## src/lld_pkg.sv

```systemverilog
// Shared types and constants of the least-loaded job dispatcher.
package lld_pkg;

  localparam int MaxServersDef = 16;

  localparam int TicketW = 16;
  localparam int DurW    = 16;
  localparam int SrvW    = 5;
  localparam int LoadW   = 32;
  localparam int CountW  = 5;

  // Result tdata: ticket, server number, load, padded to whole bytes.
  localparam int ResW      = TicketW + SrvW + LoadW;
  localparam int OutTdataW = ((ResW + 7) / 8) * 8;

  typedef struct packed {
    logic [DurW-1:0]    duration;
    logic [TicketW-1:0] ticket;
  } job_t;

endpackage

```

## src/lld_front.sv

```systemverilog
// Front end: takes jobs, numbers them and computes the last server to scan.
module lld_front #(
  parameter int MaxServers = lld_pkg::MaxServersDef,
  parameter int IdxW       = 4
) (
  input  logic                       clk_i,
  input  logic                       rst_ni,
  input  logic                       cfg_valid_i,
  input  logic [lld_pkg::CountW-1:0] cfg_data_i,
  input  logic                       job_valid_i,
  input  logic [lld_pkg::DurW-1:0]   job_duration_i,
  input  logic                       push_ready_i,
  output logic                       push_o,
  output lld_pkg::job_t              push_job_o,
  output logic [IdxW-1:0]            push_last_o
);
  import lld_pkg::*;

  localparam int CntW = $clog2(MaxServers + 1);
  localparam int CmpW = (CntW > CountW) ? CntW : CountW;

  logic [CountW-1:0]  server_count_q;
  logic [TicketW-1:0] ticket_q, ticket_d;
  logic [CmpW-1:0]    cnt_ext;

  assign push_o   = job_valid_i && push_ready_i;
  assign ticket_d = ticket_q + 1'b1;
  assign cnt_ext  = CmpW'(server_count_q);

  // A count of zero acts as one, a count above the table as the table size.
  always_comb begin
    priority if (cnt_ext > CmpW'(MaxServers)) begin
      push_last_o = IdxW'(MaxServers - 1);
    end else if (cnt_ext == '0) begin
      push_last_o = '0;
    end else begin
      push_last_o = IdxW'(cnt_ext - 1'b1);
    end
  end

  assign push_job_o.ticket   = ticket_d;
  assign push_job_o.duration = job_duration_i;

  always_ff @(posedge clk_i or negedge rst_ni) begin
    if (!rst_ni) begin
      server_count_q <= CountW'(1);
      ticket_q       <= '0;
    end else begin
      if (cfg_valid_i) begin
        server_count_q <= cfg_data_i;
      end
      if (push_o) begin
        ticket_q <= ticket_d;
      end
    end
  end

endmodule

```

## src/lld_queue.sv

```systemverilog
// Two-entry queue between the front end and the dispatch engine.
module lld_queue #(
  parameter int Width = 8
) (
  input  logic             clk_i,
  input  logic             rst_ni,
  input  logic             push_i,
  input  logic [Width-1:0] push_data_i,
  output logic             push_ready_o,
  input  logic             pop_i,
  output logic             pop_valid_o,
  output logic [Width-1:0] pop_data_o
);

  logic [Width-1:0] entry_q [2];
  logic             wr_ptr_q, rd_ptr_q;
  logic [1:0]       count_q;

  assign push_ready_o = (count_q != 2'd2);
  assign pop_valid_o  = (count_q != 2'd0);
  assign pop_data_o   = entry_q[rd_ptr_q];

  always_ff @(posedge clk_i) begin
    if (push_i) begin
      entry_q[wr_ptr_q] <= push_data_i;
    end
  end

  always_ff @(posedge clk_i or negedge rst_ni) begin
    if (!rst_ni) begin
      wr_ptr_q <= 1'b0;
      rd_ptr_q <= 1'b0;
      count_q  <= 2'd0;
    end else begin
      if (push_i) begin
        wr_ptr_q <= ~wr_ptr_q;
      end
      if (pop_i) begin
        rd_ptr_q <= ~rd_ptr_q;
      end
      unique case ({push_i, pop_i})
        2'b10:   count_q <= count_q + 2'd1;
        2'b01:   count_q <= count_q - 2'd1;
        default: count_q <= count_q;
      endcase
    end
  end

endmodule

```

## src/lld_back.sv

```systemverilog
// Dispatch engine: scans the server loads, updates the winner, holds the result.
module lld_back #(
  parameter int MaxServers = lld_pkg::MaxServersDef,
  parameter int IdxW       = 4
) (
  input  logic                          clk_i,
  input  logic                          rst_ni,
  input  logic                          q_valid_i,
  input  lld_pkg::job_t                 q_job_i,
  input  logic [IdxW-1:0]               q_last_i,
  output logic                          q_pop_o,
  output logic                          res_valid_o,
  input  logic                          res_ready_i,
  output logic [lld_pkg::OutTdataW-1:0] res_data_o
);
  import lld_pkg::*;

  localparam logic [1:0] S_IDLE   = 2'd0;
  localparam logic [1:0] S_SCAN   = 2'd1;
  localparam logic [1:0] S_UPDATE = 2'd2;

  logic [1:0]         state_q, state_d;
  logic [LoadW-1:0]   mem [MaxServers];
  logic [MaxServers-1:0] written_q;
  logic [LoadW-1:0]   mem_rdata_q;
  logic               rd_written_q;
  logic [IdxW-1:0]    rd_idx_q, rd_addr;
  logic [LoadW-1:0]   cur_load;
  logic [LoadW-1:0]   best_load_q;
  logic [IdxW-1:0]    best_idx_q;
  logic [IdxW-1:0]    last_q;
  job_t               job_q;
  logic [LoadW:0]     sum_wide;
  logic [LoadW-1:0]   new_load;
  logic [IdxW:0]      srv_num;
  logic               res_free;
  logic               take_best;
  logic               out_load;
  logic               res_valid_q;
  logic [OutTdataW-1:0] res_data_q;

  assign res_free  = !res_valid_q || res_ready_i;
  assign q_pop_o   = (state_q == S_IDLE) && q_valid_i && res_free;
  assign cur_load  = rd_written_q ? mem_rdata_q : '0;
  assign take_best = (rd_idx_q == '0) || (cur_load < best_load_q);
  assign out_load  = (state_q == S_UPDATE);

  assign sum_wide = {1'b0, best_load_q} + (LoadW + 1)'(job_q.duration);
  assign new_load = sum_wide[LoadW] ? '1 : sum_wide[LoadW-1:0];
  assign srv_num  = {1'b0, best_idx_q} + 1'b1;

  always_comb begin
    state_d = state_q;
    rd_addr = '0;
    unique case (state_q)
      S_IDLE: begin
        if (q_pop_o) begin
          state_d = S_SCAN;
        end
      end
      S_SCAN: begin
        if (rd_idx_q == last_q) begin
          state_d = S_UPDATE;
        end else begin
          rd_addr = rd_idx_q + 1'b1;
        end
      end
      S_UPDATE: state_d = S_IDLE;
      default:  state_d = S_IDLE;
    endcase
  end

  // Load table with a registered read port; unwritten entries read as zero.
  always_ff @(posedge clk_i) begin
    mem_rdata_q <= mem[rd_addr];
    if (out_load) begin
      mem[best_idx_q] <= new_load;
    end
  end

  always_ff @(posedge clk_i) begin
    if (q_pop_o) begin
      job_q  <= q_job_i;
      last_q <= q_last_i;
    end
    if (state_q == S_SCAN && take_best) begin
      best_load_q <= cur_load;
      best_idx_q  <= rd_idx_q;
    end
    if (out_load) begin
      res_data_q <= OutTdataW'({new_load, SrvW'(srv_num), job_q.ticket});
    end
  end

  always_ff @(posedge clk_i or negedge rst_ni) begin
    if (!rst_ni) begin
      state_q      <= S_IDLE;
      written_q    <= '0;
      rd_idx_q     <= '0;
      rd_written_q <= 1'b0;
      res_valid_q  <= 1'b0;
    end else begin
      state_q      <= state_d;
      rd_idx_q     <= rd_addr;
      rd_written_q <= written_q[rd_addr];
      if (out_load) begin
        written_q[best_idx_q] <= 1'b1;
        res_valid_q           <= 1'b1;
      end else if (res_ready_i) begin
        res_valid_q <= 1'b0;
      end
    end
  end

  assign res_valid_o = res_valid_q;
  assign res_data_o  = res_data_q;

endmodule

```

## src/least_loaded_dispatch.sv

```systemverilog
// Least-loaded dispatcher: assigns each job to the active server with the smallest load.
// Each job scans the load table one entry per cycle, then updates the winner and registers the result.
// The engine starts a new job only once the last one is through and the output slot is free.
// A two-entry queue lets jobs be taken while a result waits on the output.
// Reset clears the ticket counter, all server loads and sets the server count to one.
// The load table needs no clearing pass: per-entry written flags make unwritten loads read zero.
module least_loaded_dispatch #(
  parameter int MAX_SERVERS = lld_pkg::MaxServersDef
) (
  input  logic                          clk_i,
  input  logic                          rst_ni,
  input  logic                          cfg_valid_i,
  output logic                          cfg_ready_o,
  input  logic [lld_pkg::CountW-1:0]    cfg_data_i,    // server_count
  input  logic                          s_axis_tvalid_i,
  output logic                          s_axis_tready_o,
  input  logic [lld_pkg::DurW-1:0]      s_axis_tdata_i, // job_duration
  output logic                          m_axis_tvalid_o,
  input  logic                          m_axis_tready_i,
  // ticket_number [15:0], server_number [20:16], server_load [52:21], zero pad
  output logic [lld_pkg::OutTdataW-1:0] m_axis_tdata_o
);
  import lld_pkg::*;

  localparam int IdxW = (MAX_SERVERS > 1) ? $clog2(MAX_SERVERS) : 1;
  localparam int EntW = IdxW + $bits(job_t);

  logic            push, push_ready;
  job_t            push_job, pop_job;
  logic [IdxW-1:0] push_last, pop_last;
  logic            q_pop, q_valid;
  logic [EntW-1:0] q_out;

  assign cfg_ready_o     = 1'b1;
  assign s_axis_tready_o = push_ready;

  lld_front #(
    .MaxServers(MAX_SERVERS),
    .IdxW      (IdxW)
  ) u_front (
    .clk_i         (clk_i),
    .rst_ni        (rst_ni),
    .cfg_valid_i   (cfg_valid_i),
    .cfg_data_i    (cfg_data_i),
    .job_valid_i   (s_axis_tvalid_i),
    .job_duration_i(s_axis_tdata_i),
    .push_ready_i  (push_ready),
    .push_o        (push),
    .push_job_o    (push_job),
    .push_last_o   (push_last)
  );

  lld_queue #(
    .Width(EntW)
  ) u_queue (
    .clk_i       (clk_i),
    .rst_ni      (rst_ni),
    .push_i      (push),
    .push_data_i ({push_last, push_job}),
    .push_ready_o(push_ready),
    .pop_i       (q_pop),
    .pop_valid_o (q_valid),
    .pop_data_o  (q_out)
  );

  assign pop_job  = q_out[$bits(job_t)-1:0];
  assign pop_last = q_out[EntW-1:$bits(job_t)];

  lld_back #(
    .MaxServers(MAX_SERVERS),
    .IdxW      (IdxW)
  ) u_back (
    .clk_i      (clk_i),
    .rst_ni     (rst_ni),
    .q_valid_i  (q_valid),
    .q_job_i    (pop_job),
    .q_last_i   (pop_last),
    .q_pop_o    (q_pop),
    .res_valid_o(m_axis_tvalid_o),
    .res_ready_i(m_axis_tready_i),
    .res_data_o (m_axis_tdata_o)
  );

  // The engine only starts a job when the output slot is free or being drained.
  a_pop_needs_slot: assert property (@(posedge clk_i) disable iff (!rst_ni)
    q_pop |-> (!m_axis_tvalid_o || m_axis_tready_i))
    else $error("job started while result slot occupied");

  // The engine pops only from its idle state, so two pops never follow each other.
  a_no_back_to_back_pop: assert property (@(posedge clk_i) disable iff (!rst_ni)
    q_pop |=> !q_pop)
    else $error("engine popped two jobs in a row");

  // A delivered result always names a real, one-based server.
  a_server_nonzero: assert property (@(posedge clk_i) disable iff (!rst_ni)
    m_axis_tvalid_o |-> (m_axis_tdata_o[TicketW +: SrvW] != '0))
    else $error("result carries server number zero");

endmodule

```

## config.mk

```make
export PLATFORM = sky130hd
export DESIGN_NAME = least_loaded_dispatch
export DESIGN_NICKNAME = d
export VERILOG_FILES = /design/src/lld_pkg.sv /design/src/lld_front.sv /design/src/lld_queue.sv /design/src/lld_back.sv /design/src/least_loaded_dispatch.sv
export SDC_FILE = /design/constraint.sdc
export NUM_CORES = 1
export LEC_CHECK = 0
export BUFFER_PORTS_ARGS = -buffer_cell sky130_fd_sc_hd__buf_2
export CORE_MARGIN = 2
export CORE_UTILIZATION = 35
export DETAILED_ROUTE_END_ITERATION = 8
export PLACE_DENSITY_LB_ADDON = 0.2
export SLEW_MARGIN = 20
export SYNTH_ARGS = -nofsm -noshare
export SYNTH_HDL_FRONTEND = slang
export SYNTH_SLANG_ARGS = --single-unit
```

## constraint.sdc

```tcl
create_clock -name clk_i -period 5.7 [get_ports clk_i]
set_input_delay 0.855 -clock clk_i [delete_from_list [all_inputs] [get_ports clk_i]]
set_output_delay 0.855 -clock clk_i [all_outputs]
set_load 0.01 [all_outputs]
```

==> results_dict.tcl, run 1 <==
set metrics [dict create \
    p_total_mw 21.28 \
    num_rows 110 \
    post-route-drc-count 0 \
    p_per_area_mw_per_mm2 579.4 \
    path_buf_inv 3 \
    ff2ff_setup_slack_ns 2.01 \
    r2r_end "u_back.mem_rdata_q[10]" \
    cp-start-kind "flop" \
    rsz0062_at_grt "no" \
    initial_core_util_pct 35.42 \
    cts_setup_buffers 0 \
    final_antenna_net_count 0 \
    grt_pass1_vias 18620 \
    ys_seq_area_share_pct 72.53 \
    io_buffer_count 80 \
    clk_pin_slew_ns 0.06 \
    end_kind "flop" \
    vias_per_cell 5.370 \
    ys.flop_type "edfxtp_1" \
    tns_ns 0 \
    reg2reg_from "u_back.rd_idx_q[0]" \
    p_leak_nw 13.02 \
    tightest_slew_ns 1.060 \
    grt_max_degree 65 \
    syn_to_final_growth_pct 15.01 \
    dieHeight_um 306.0 \
    status "complete, no violations" \
    layout_min_cycle_time_ns 3.691 \
    drive_gt1_share_pct 19.15 \
    path_common_cell "buf_4" \
    critPathTopFamily "buffers and inverters" \
    wl_per_cell_um 24.82 \
    fill_cells 8080 \
    synth.ff_latch_count 790 \
    track_usage_pct 17.64 \
    cp_max_fo 47 \
    critical_path_class "reg2reg" \
    drt_iter0_drc 1645 \
    reg2regPathDepth 9 \
    root_buffer "clkbuf_16" \
    timing.final.crit_share_pct 64.75 \
    antenna_found_initial 2 \
    design_area_mm2 0.03672 \
    slowest_stage "and4_4" \
    cts_resized 0 \
    slew_headroom_pct 29.31 \
    required_ns 6.27 \
    seqCellArea_mm2 0.02316 \
    hold_viol 0 \
    syn_inst 1996 \
    setup_viol 0 \
    postCtsHoldBufs 0 \
    cts_buffers 85 \
    synth_area_mm2 0.03193 \
    syn_avg_cell_area_um2 16.00 \
    insertion_delay_ns 0.65 \
    gp_congestion 0.8688 \
    cts_tree "done" \
    cts_num_sinks 790 \
    io_pins 85 \
    fmax_ghz 0.2709 \
    path_cells "buf_4 -> xnor2_1 -> nand4_1 -> buf_4 -> and4_4 -> buf_4 -> a211oi_1 -> a311o_1 -> a21oi_1" \
    worstHoldPathType "in2async" \
    first_pass_iters 5 \
    multi_input_area_mm2 0.008129 \
    maxCapViolCount 0 \
    htree_levels 3 \
    fp.dieW_um 306.0 \
    fin_skew_ns 0.02439 \
    cp.arrival_ns 4.26 \
    synth_cell_types 72 \
    dpl_cell_area_mm2 0.03377 \
    async_reset_ff_share_pct 6.203 \
    layout.nets 2189 \
    gr-total-overflow 0 \
    synth_edf_count 709 \
    ctsLongestPathBuffers 3 \
    slew_violations 0 \
    peakVddDrop_v 0.0003888 \
    dieArea_mm2 0.09366 \
    core_mm2 0.09015 \
    grt_pass1_wl_mm 122.9 \
    hpwl_mm 46.22 \
    routed_wl_mm 83.23 \
    fin_util_pct 40.74 \
    max_stage_delay_ns 0.89 \
    vias 18010 \
    antenna-diode-count 0 \
    yosys_warnings 0 \
]
[per-stage QoR]
stage | hold slack [ns] | setup slack [ns] | cells
2_1_floorplan | 0.4003 | 1.934 | 1998
3_3_place_gp | 0.4014 | 1.679 | 3192
3_5_place_dp | 0.4062 | 1.902 | 3192
4_1_cts | 0.3300 | 1.887 | 3351
5_1_grt | 0.3596 | 1.803 | 3353
6_report | 0.3243 | 2.009 | 3353
[cell type report]
type / instances / share of cell area (%)
clock buffers: 111 / 6.140
repair buffers: 133 / 2.385
flip-flops and latches: 790 / 63.07
inverters: 55 / 0.5656
well taps: 1176 / 4.007
multi-input cells: 1040 / 22.14
clock inverters: 48 / 1.700
[cells in the mapped netlist, types with 36 or more instances]
cell type | instances | area [um^2]
dfrtp_1 | 48 | 1201
buf_2 | 36 | 180.2
nand2_1 | 88 | 330.3
a221oi_1 | 46 | 402.9
ha_1 | 57 | 713.2
inv_1 | 52 | 195.2
mux2i_1 | 104 | 1041
nor2_1 | 45 | 168.9
a21oi_1 | 91 | 455.4
a211oi_1 | 41 | 307.8
o21ai_0 | 56 | 280.3
clkbuf_1 | 56 | 210.2
and2_1 | 50 | 312.8
mux2_2 | 72 | 810.8
edfxtp_1 | 709 | 21290
[power by group]
group          switching, mW  internal, mW  total (mW)
clock                   2.33          3.33        5.67
sequential             0.376          8.09        8.46
combinational           4.78          2.36        7.15
total                   7.49          13.8        21.3
[flip-flops by register name, indices dropped and copies added, names as in the netlist, 5 cells and up]
register / cells
u_back.res_data_o: 53
u_back.best_load_q: 32
u_front.ticket_q: 16
u_front.cnt_ext: 5
u_back.mem: 512
u_back.job_q: 32
u_back.written_q: 16
u_queue.entry_q: 72
u_back.mem_rdata_q: 32
[kinds of logic after synthesis]
logic type	count (synthesis)	share of synthesized area (%)
XOR/XNOR	50	1.395
AND/OR/NAND/NOR	307	4.941
multiplexers	179	5.905
adder cells (fa/ha/maj)	58	2.296
AO/OA/AOI/OAI	442	10.49
buffers and inverters	168	2.422
other	2	0.02352
flip-flops	790	72.53
[worst max path at each step]
| stage | start | endpoint | slack [ns] | depth (start not counted) |
|---|---|---|---|---|
| final | u_back.rd_idx_q[0] | u_back.mem_rdata_q[10] | 2.01 | 9 |
| after floorplan | u_back.rd_written_q | u_back.best_idx_q[0] | 1.93 | 9 |
| after global placement | u_back.best_load_q[0] | u_back.res_data_o[48] | 1.68 | 7 |
| after detailed placement | u_back.rd_written_q | u_back.best_idx_q[0] | 1.90 | 9 |
| after global routing | u_back.best_load_q[0] | u_back.mem[9][27] | 1.80 | 7 |
| after CTS | u_back.rd_written_q | u_back.best_load_q[30] | 1.89 | 9 |
[placed cells by master, fill, tap and decap left out, drive strengths merged, types with 23 or more instances in the layout]
cell type and instances:
a222oi 29, edfxtp 709, nand3 23, o21ai 62, xor2 23, a221oi 67, and2 50, mux2 75
mux2i 104, a211oi 42, dfrtp 48, buf 133, dfxtp 32, clkinv 30, a311o 29, a21oi 95
o22ai 30, ha 57, nand2 89, xnor2 27, a22o 30, clkbuf 111, inv 60, nor2 45
[metal layers]
layer  part of all wire [%]  GRT usage [%]
met4                    1.7          4.525
met2                     49          29.75
met3                    5.1          2.544
met5                      0              0
met1                     45          23.94
[worst register-to-register path, delay by kind of cell, from the launching register on]
| family | cells | cell delay (ns) |
|---|---|---|
| buffers and inverters | 3 | 1.49 |
| AND/OR/NAND/NOR | 2 | 1.01 |
| AO/OA/AOI/OAI | 3 | 0.59 |
| flip-flops | 1 | 0.36 |
| XOR/XNOR | 1 | 0.17 |
Note: power is estimated with default switching activity, not from simulation.
==> run 2: changes to the inputs <==
==> constraint.sdc (replaced) <==
create_clock -name clk_i -period 3.15 [get_ports clk_i]
set_input_delay 0.4725 -clock clk_i [delete_from_list [all_inputs] [get_ports clk_i]]
set_output_delay 0.4725 -clock clk_i [all_outputs]
set_load 0.01 [all_outputs]
==> results_dict.tcl, run 2 (synthesis gave the netlist of run 1 again) <==
set metrics [dict create \
    layout_common_cells "709 x edfxtp_1, 104 x buf_4, 102 x mux2i_1, 91 x a21oi_1, 87 x nand2_1" \
    slew_headroom_pct 42.59 \
    path_cells "ha_1 -> nand3_1 -> nor3_1 -> nand3_2 -> a21oi_2 -> a41oi_1 -> a41oi_2" \
    setup_viol 0 \
    slew_violations 0 \
    antenna_found_initial 1 \
    setup_slack_ns 0.1217 \
    critPathTopFamily "compound AO/OA/AOI/OAI gates" \
    insertion_delay_ns 0.64 \
    p_leak_nw 13.45 \
    fmax_ghz 0.3302 \
    htree_levels 3 \
    p_total_mw 39.21 \
    gr-total-overflow 0 \
    io_pins 85 \
    max_stage_delay_ns 0.72 \
    cts_buffers 84 \
    regMostFlops "u_back.mem" \
    cp-start-kind "flop" \
    post-route-drc-count 0 \
    clk_pin_slew_ns 0.06 \
    core_mm2 0.09015 \
    path_buf_inv 0 \
    vias_per_cell 5.374 \
    min_from "s_axis_tdata_i[15]" \
    r2r_end "u_back.mem[7][26]" \
    track_usage_pct 17.88 \
    syn_to_final_growth_pct 17.42 \
    holdPathStages 1 \
    cp_max_fo 17 \
    reg2regPathDepth 7 \
    ff2ff_setup_slack_ns 0.12 \
    dieArea_mm2 0.09366 \
    largest_reg_flops 512 \
    fin_skew_ns 0.02087 \
    antenna-diode-count 0 \
    maxCapViolCount 0 \
    p_per_area_mw_per_mm2 1046 \
    drive_gt1_share_pct 21.74 \
    required_ns 3.46 \
    layout_min_cycle_time_ns 3.028 \
    fp.dieW_um 306.0 \
    dpl_cell_area_mm2 0.03465 \
    hold_end "u_queue.entry_q[0][31]" \
    wl_per_cell_um 24.51 \
    vias 18450 \
    root_buffer "clkbuf_16" \
    cts_num_sinks 790 \
    io_buffer_count 80 \
    status "complete, no violations" \
    pre_cts_slack_ns -0.1878 \
    critical_path_class "reg2reg" \
    timing.final.crit_share_pct 96.14 \
    initial_core_util_pct 35.42 \
    final_antenna_net_count 0 \
    layout.nets 2274 \
    reg2reg_from "u_back.best_load_q[12]" \
    tightest_slew_ns 0.8611 \
    layout_commonest_cell "edfxtp_1" \
    grt_max_degree 63 \
    design_area_mm2 0.03749 \
    first_pass_iters 8 \
    peakVddDrop_v 0.0006063 \
    drt_iter0_drc 1715 \
    grt_pass1_wl_mm 124.8 \
    slowest_stage "a41oi_2" \
    num_rows 110 \
    gp_congestion 0.8878 \
    dieHeight_um 306.0 \
    hpwl_mm 50.60 \
    cp.arrival_ns 3.34 \
    worstHoldPathType "in2reg" \
    tns_ns 0 \
    rsz0062_at_grt "no" \
    ctsLongestPathBuffers 3 \
    cts_tree "done" \
    routed_wl_mm 84.17 \
    grt_pass1_vias 19020 \
    end_kind "flop" \
    fill_cells 8098 \
    hold_viol 0 \
]
==> run 2: stage by stage <==
| stage | util (%) | std cells | hold WS (ns) |
|---|---|---|---|
| after global placement | 38.44 | 3271 | 0.4050 |
| after CTS | 41.57 | 3434 | 0.0002411 |
| after floorplan | - | 1998 | 0.1769 |
| after detailed placement | 38.44 | 3271 | 0.4105 |
| after global routing | 41.59 | 3434 | 0.01418 |
| final | 41.59 | 3434 | 0.03643 |
==> run 2: cell type report <==
| type | count | area (um^2) | share of cell area [%] |
|---|---|---|---|
| Timing Repair Buffer | 219 | 1792 | 4.779 |
| Tap cell | 1176 | 1471 | 3.925 |
| Multi-Input combinational cell | 1040 | 8138 | 21.71 |
| Sequential cell | 790 | 23160 | 61.78 |
| Inverter | 55 | 210.2 | 0.5607 |
| Clock inverter | 32 | 354.1 | 0.9444 |
| Clock buffer | 122 | 2366 | 6.311 |
==> run 2: what timing repair did <==
| action | CTS | global route |
|---|---|---|
| endpoints found under the hold margin | 44 | 0 |
| resized for setup | 3 | 4 |
| setup endpoints to repair | 40 | 99 |
| hold buffers | 9 | 0 |
| setup buffers | 0 | 0 |
==> run 2: how the worst max path moves through the flow <==
stage                                       from               endpoint  slack (ns)  cells after the start
after floorplan            u_back.best_load_q[0]      u_back.mem[0][18]        0.33                      8
after global placement          u_back.job_q[16]  u_back.res_data_o[35]       -0.02                      7
after detailed placement   u_back.best_load_q[0]      u_back.mem[5][14]       -0.19                      7
after CTS                  u_back.best_load_q[0]      u_back.mem[1][12]        0.04                      8
after global routing      u_back.best_load_q[11]      u_back.mem[7][26]       0.001                      7
final                     u_back.best_load_q[12]      u_back.mem[7][26]        0.12                      7
==> run 2: where the power goes <==
part	leakage [nW]	internal [mW]	switching (mW)
registers	7.44	14.6	0.564
logic	4.69	5.20	9.14
clock network	1.33	5.66	4.07
total	13.5	25.4	13.8
==> run 2: routing by layer <==
layer / up-vias / track usage, % / part of all wire, %
met4: 0 / 4.743 / 1.9
met3: 102 / 2.233 / 4.7
li1: 8281 / - / -
met1: 9566 / 24.87 / 45
met5: - / 0 / 0
met2: 504 / 29.64 / 48
==> run 2: worst reg2reg max path: cells and delay by family, from the launching register on <==
kind / cells / cell delay (ns)
DFF: 1 / 0.40
adders and majority gates: 1 / 0.44
AOI/OAI and AO/OA: 3 / 1.21
and+or+nand+nor: 3 / 0.64
==> run 3: changes to the inputs <==
--- a/config.mk
+++ b/config.mk
@@ -6,6 +6,7 @@
 export NUM_CORES = 1
 export LEC_CHECK = 0
 export BUFFER_PORTS_ARGS = -buffer_cell sky130_fd_sc_hd__buf_2
+export CORE_ASPECT_RATIO = 0.9
 export CORE_MARGIN = 2
 export CORE_UTILIZATION = 35
 export DETAILED_ROUTE_END_ITERATION = 8
==> results_dict.tcl, run 3 (synthesis gave the netlist of run 1 again) <==
set metrics [dict create \
    cp-start-kind "flop" \
    core_mm2 0.09078 \
    num_rows 105 \
    comb_power_share_pct 36.3 \
    cts_tree "done" \
    status "complete, no violations" \
    p_sw_mw 14.08 \
    gp_congestion 0.8661 \
    antenna_found_initial 2 \
    p_leak_nw 13.49 \
    hold_viol 0 \
    timing.final.crit_share_pct 97.55 \
    fp.dieW_um 322.4 \
    initial_core_util_pct 35.17 \
    largest_reg_flops 512 \
    fin_hold_ws_ns 0.04220 \
    fin_skew_ns 0.03626 \
    fmax_ghz 0.3254 \
    drive_gt1_share_pct 22.12 \
    layout_commonest_cell "edfxtp_1" \
    regMostFlops "u_back.mem" \
    rsz0062_at_grt "no" \
    dieArea_mm2 0.09367 \
    p_per_area_mw_per_mm2 1056 \
    clk_pin_slew_ns 0.06 \
    power.internal_mw 25.79 \
    post-route-drc-count 0 \
    wl_per_cell_um 25.33 \
    vias 18530 \
    layout_common_cells "709 x edfxtp_1, 104 x mux2i_1, 90 x a21oi_1, 88 x clkbuf_16, 83 x nand2_1" \
    vias_per_cell 5.323 \
    max_stage_delay_ns 0.44 \
    cts_buffers 85 \
    power_frac_seq_pct 38.1 \
    layout_min_cycle_time_ns 3.073 \
    routed_wl_mm 88.18 \
    io_buffer_count 80 \
    path_common_cell "buf_4" \
    first_pass_iters 5 \
    slew_headroom_pct 26.93 \
    cp_max_fo 17 \
    place_inst 3301 \
    root_buffer "clkbuf_16" \
    tightest_slew_ns 1.096 \
    insertion_delay_ns 0.66 \
    layout.nets 2263 \
    setup_viol 0 \
    instances_no_fill 3481 \
    required_ns 3.51 \
    io_pins 85 \
    slowest_stage "fa_1" \
    pre_cts_slack_ns -0.1412 \
    track_usage_pct 18.75 \
    dieHeight_um 290.5 \
    end_kind "flop" \
    setup_slack_ns 0.07704 \
    cp.arrival_ns 3.43 \
    critical_path_class "reg2reg" \
    grt_max_degree 54 \
    maxCapViolCount 0 \
    gr-total-overflow 0 \
    fill_cells 8213 \
    power_switching_share_pct 35.32 \
    worstHoldPathType "in2reg" \
    final_antenna_net_count 0 \
    slew_violations 0 \
    cts_num_sinks 790 \
    path_cells "ha_1 -> fa_1 -> a211oi_1 -> buf_4 -> o21ai_2 -> nand3_2 -> a211o_1 -> buf_4 -> nand4_1 -> buf_4" \
    grt_pass1_vias 18910 \
    drt_iter0_drc 1635 \
    hpwl_mm 51.79 \
    htree_levels 3 \
    syn_to_final_growth_pct 18.25 \
    antenna-diode-count 0 \
    pwr-share-clk_pct 25.6 \
    ctsLongestPathBuffers 3 \
    peakVddDrop_v 0.0008858 \
    grt_pass1_wl_mm 128.3 \
]
-- run 3: cell types whose count changed in the layout (fill, tap and decap cells not counted), moves of 6 or more --
cell / change
buf_4: -27
clkbuf_1: -13
buf_12: +7
dlygate4sd3_1: +7
clkinvlp_4: +6
-- run 3: repair_timing --
action	4_1_cts	5_1_grt
pin swaps	1	4
endpoints found under the setup margin	102	257
hold endpoints to repair	60	0
hold buffers	16	0
gates resized for setup	6	14
cloned	0	1
buffers inserted	1	3
-- run 3: worst paths after layout --
kind,depth (start not counted),slack (ns),from,end
max,10,0.08,u_back.best_load_q[0],u_back.mem[2][27]
min,1,0.04,s_axis_tdata_i[10],u_queue.entry_q[0][26]
max reg2reg,10,0.08,u_back.best_load_q[0],u_back.mem[2][27]
min reg2reg,0,0.42,u_back.job_q[8],u_back.res_data_o[8]
max in group asynchronous,3,1.90,rst_ni,u_back.written_q[4]
min in group asynchronous,2,0.48,rst_ni,u_front.cnt_ext[4]
-- run 3: critical path, delay by kind of cell, from the launching register on --
family	cells	cell delay [ns]
AO/OA/AOI/OAI	3	0.65
AND/OR/NAND/NOR	2	0.41
adder cells (fa/ha/maj)	2	0.67
buffers and inverters	3	0.62
flip-flops	1	0.41
-- run 3: final cells by class --
type,instances,area [um^2],share of cell area [%]
timing repair buffer,206,1799,4.765
inverter,55,210.2,0.5567
multi-input combinational,1041,8157,21.60
sequential,790,23160,61.34
clock buffer,110,2365,6.263
tap,1230,1539,4.076
clock inverter,49,528.0,1.398
-- run 3: power by group through the flow --
stage               combinational [mW]  clock, mW  sequential [mW]
global route                      15.6       10.8             15.3
floorplan                         8.79          0             15.2
global placement                  14.1          0             15.4
finish                            14.5       10.2             15.2
detailed placement                14.3          0             15.4
CTS                               14.4       10.4             15.2
-- run 3: stage by stage --
stage	util, %	total power, mW	area [um^2]	setup TNS, ns
floorplan	-	23.96	31950	0
global placement	38.12	29.44	34610	-2.833
detailed placement	38.12	29.64	34610	-6.443
CTS	41.52	39.98	37690	0
global route	41.59	41.68	37760	0
finish	41.59	39.88	37760	0
-- run 3: routing by layer --
metal | global-route usage (%) | part of all wire, % | vias up
met5 | 0 | 0 | -
met4 | 5.425 | 2.5 | 0
met3 | 2.864 | 5.1 | 126
met2 | 30.46 | 47 | 551
met1 | 26.02 | 45 | 9579
li1 | - | - | 8272
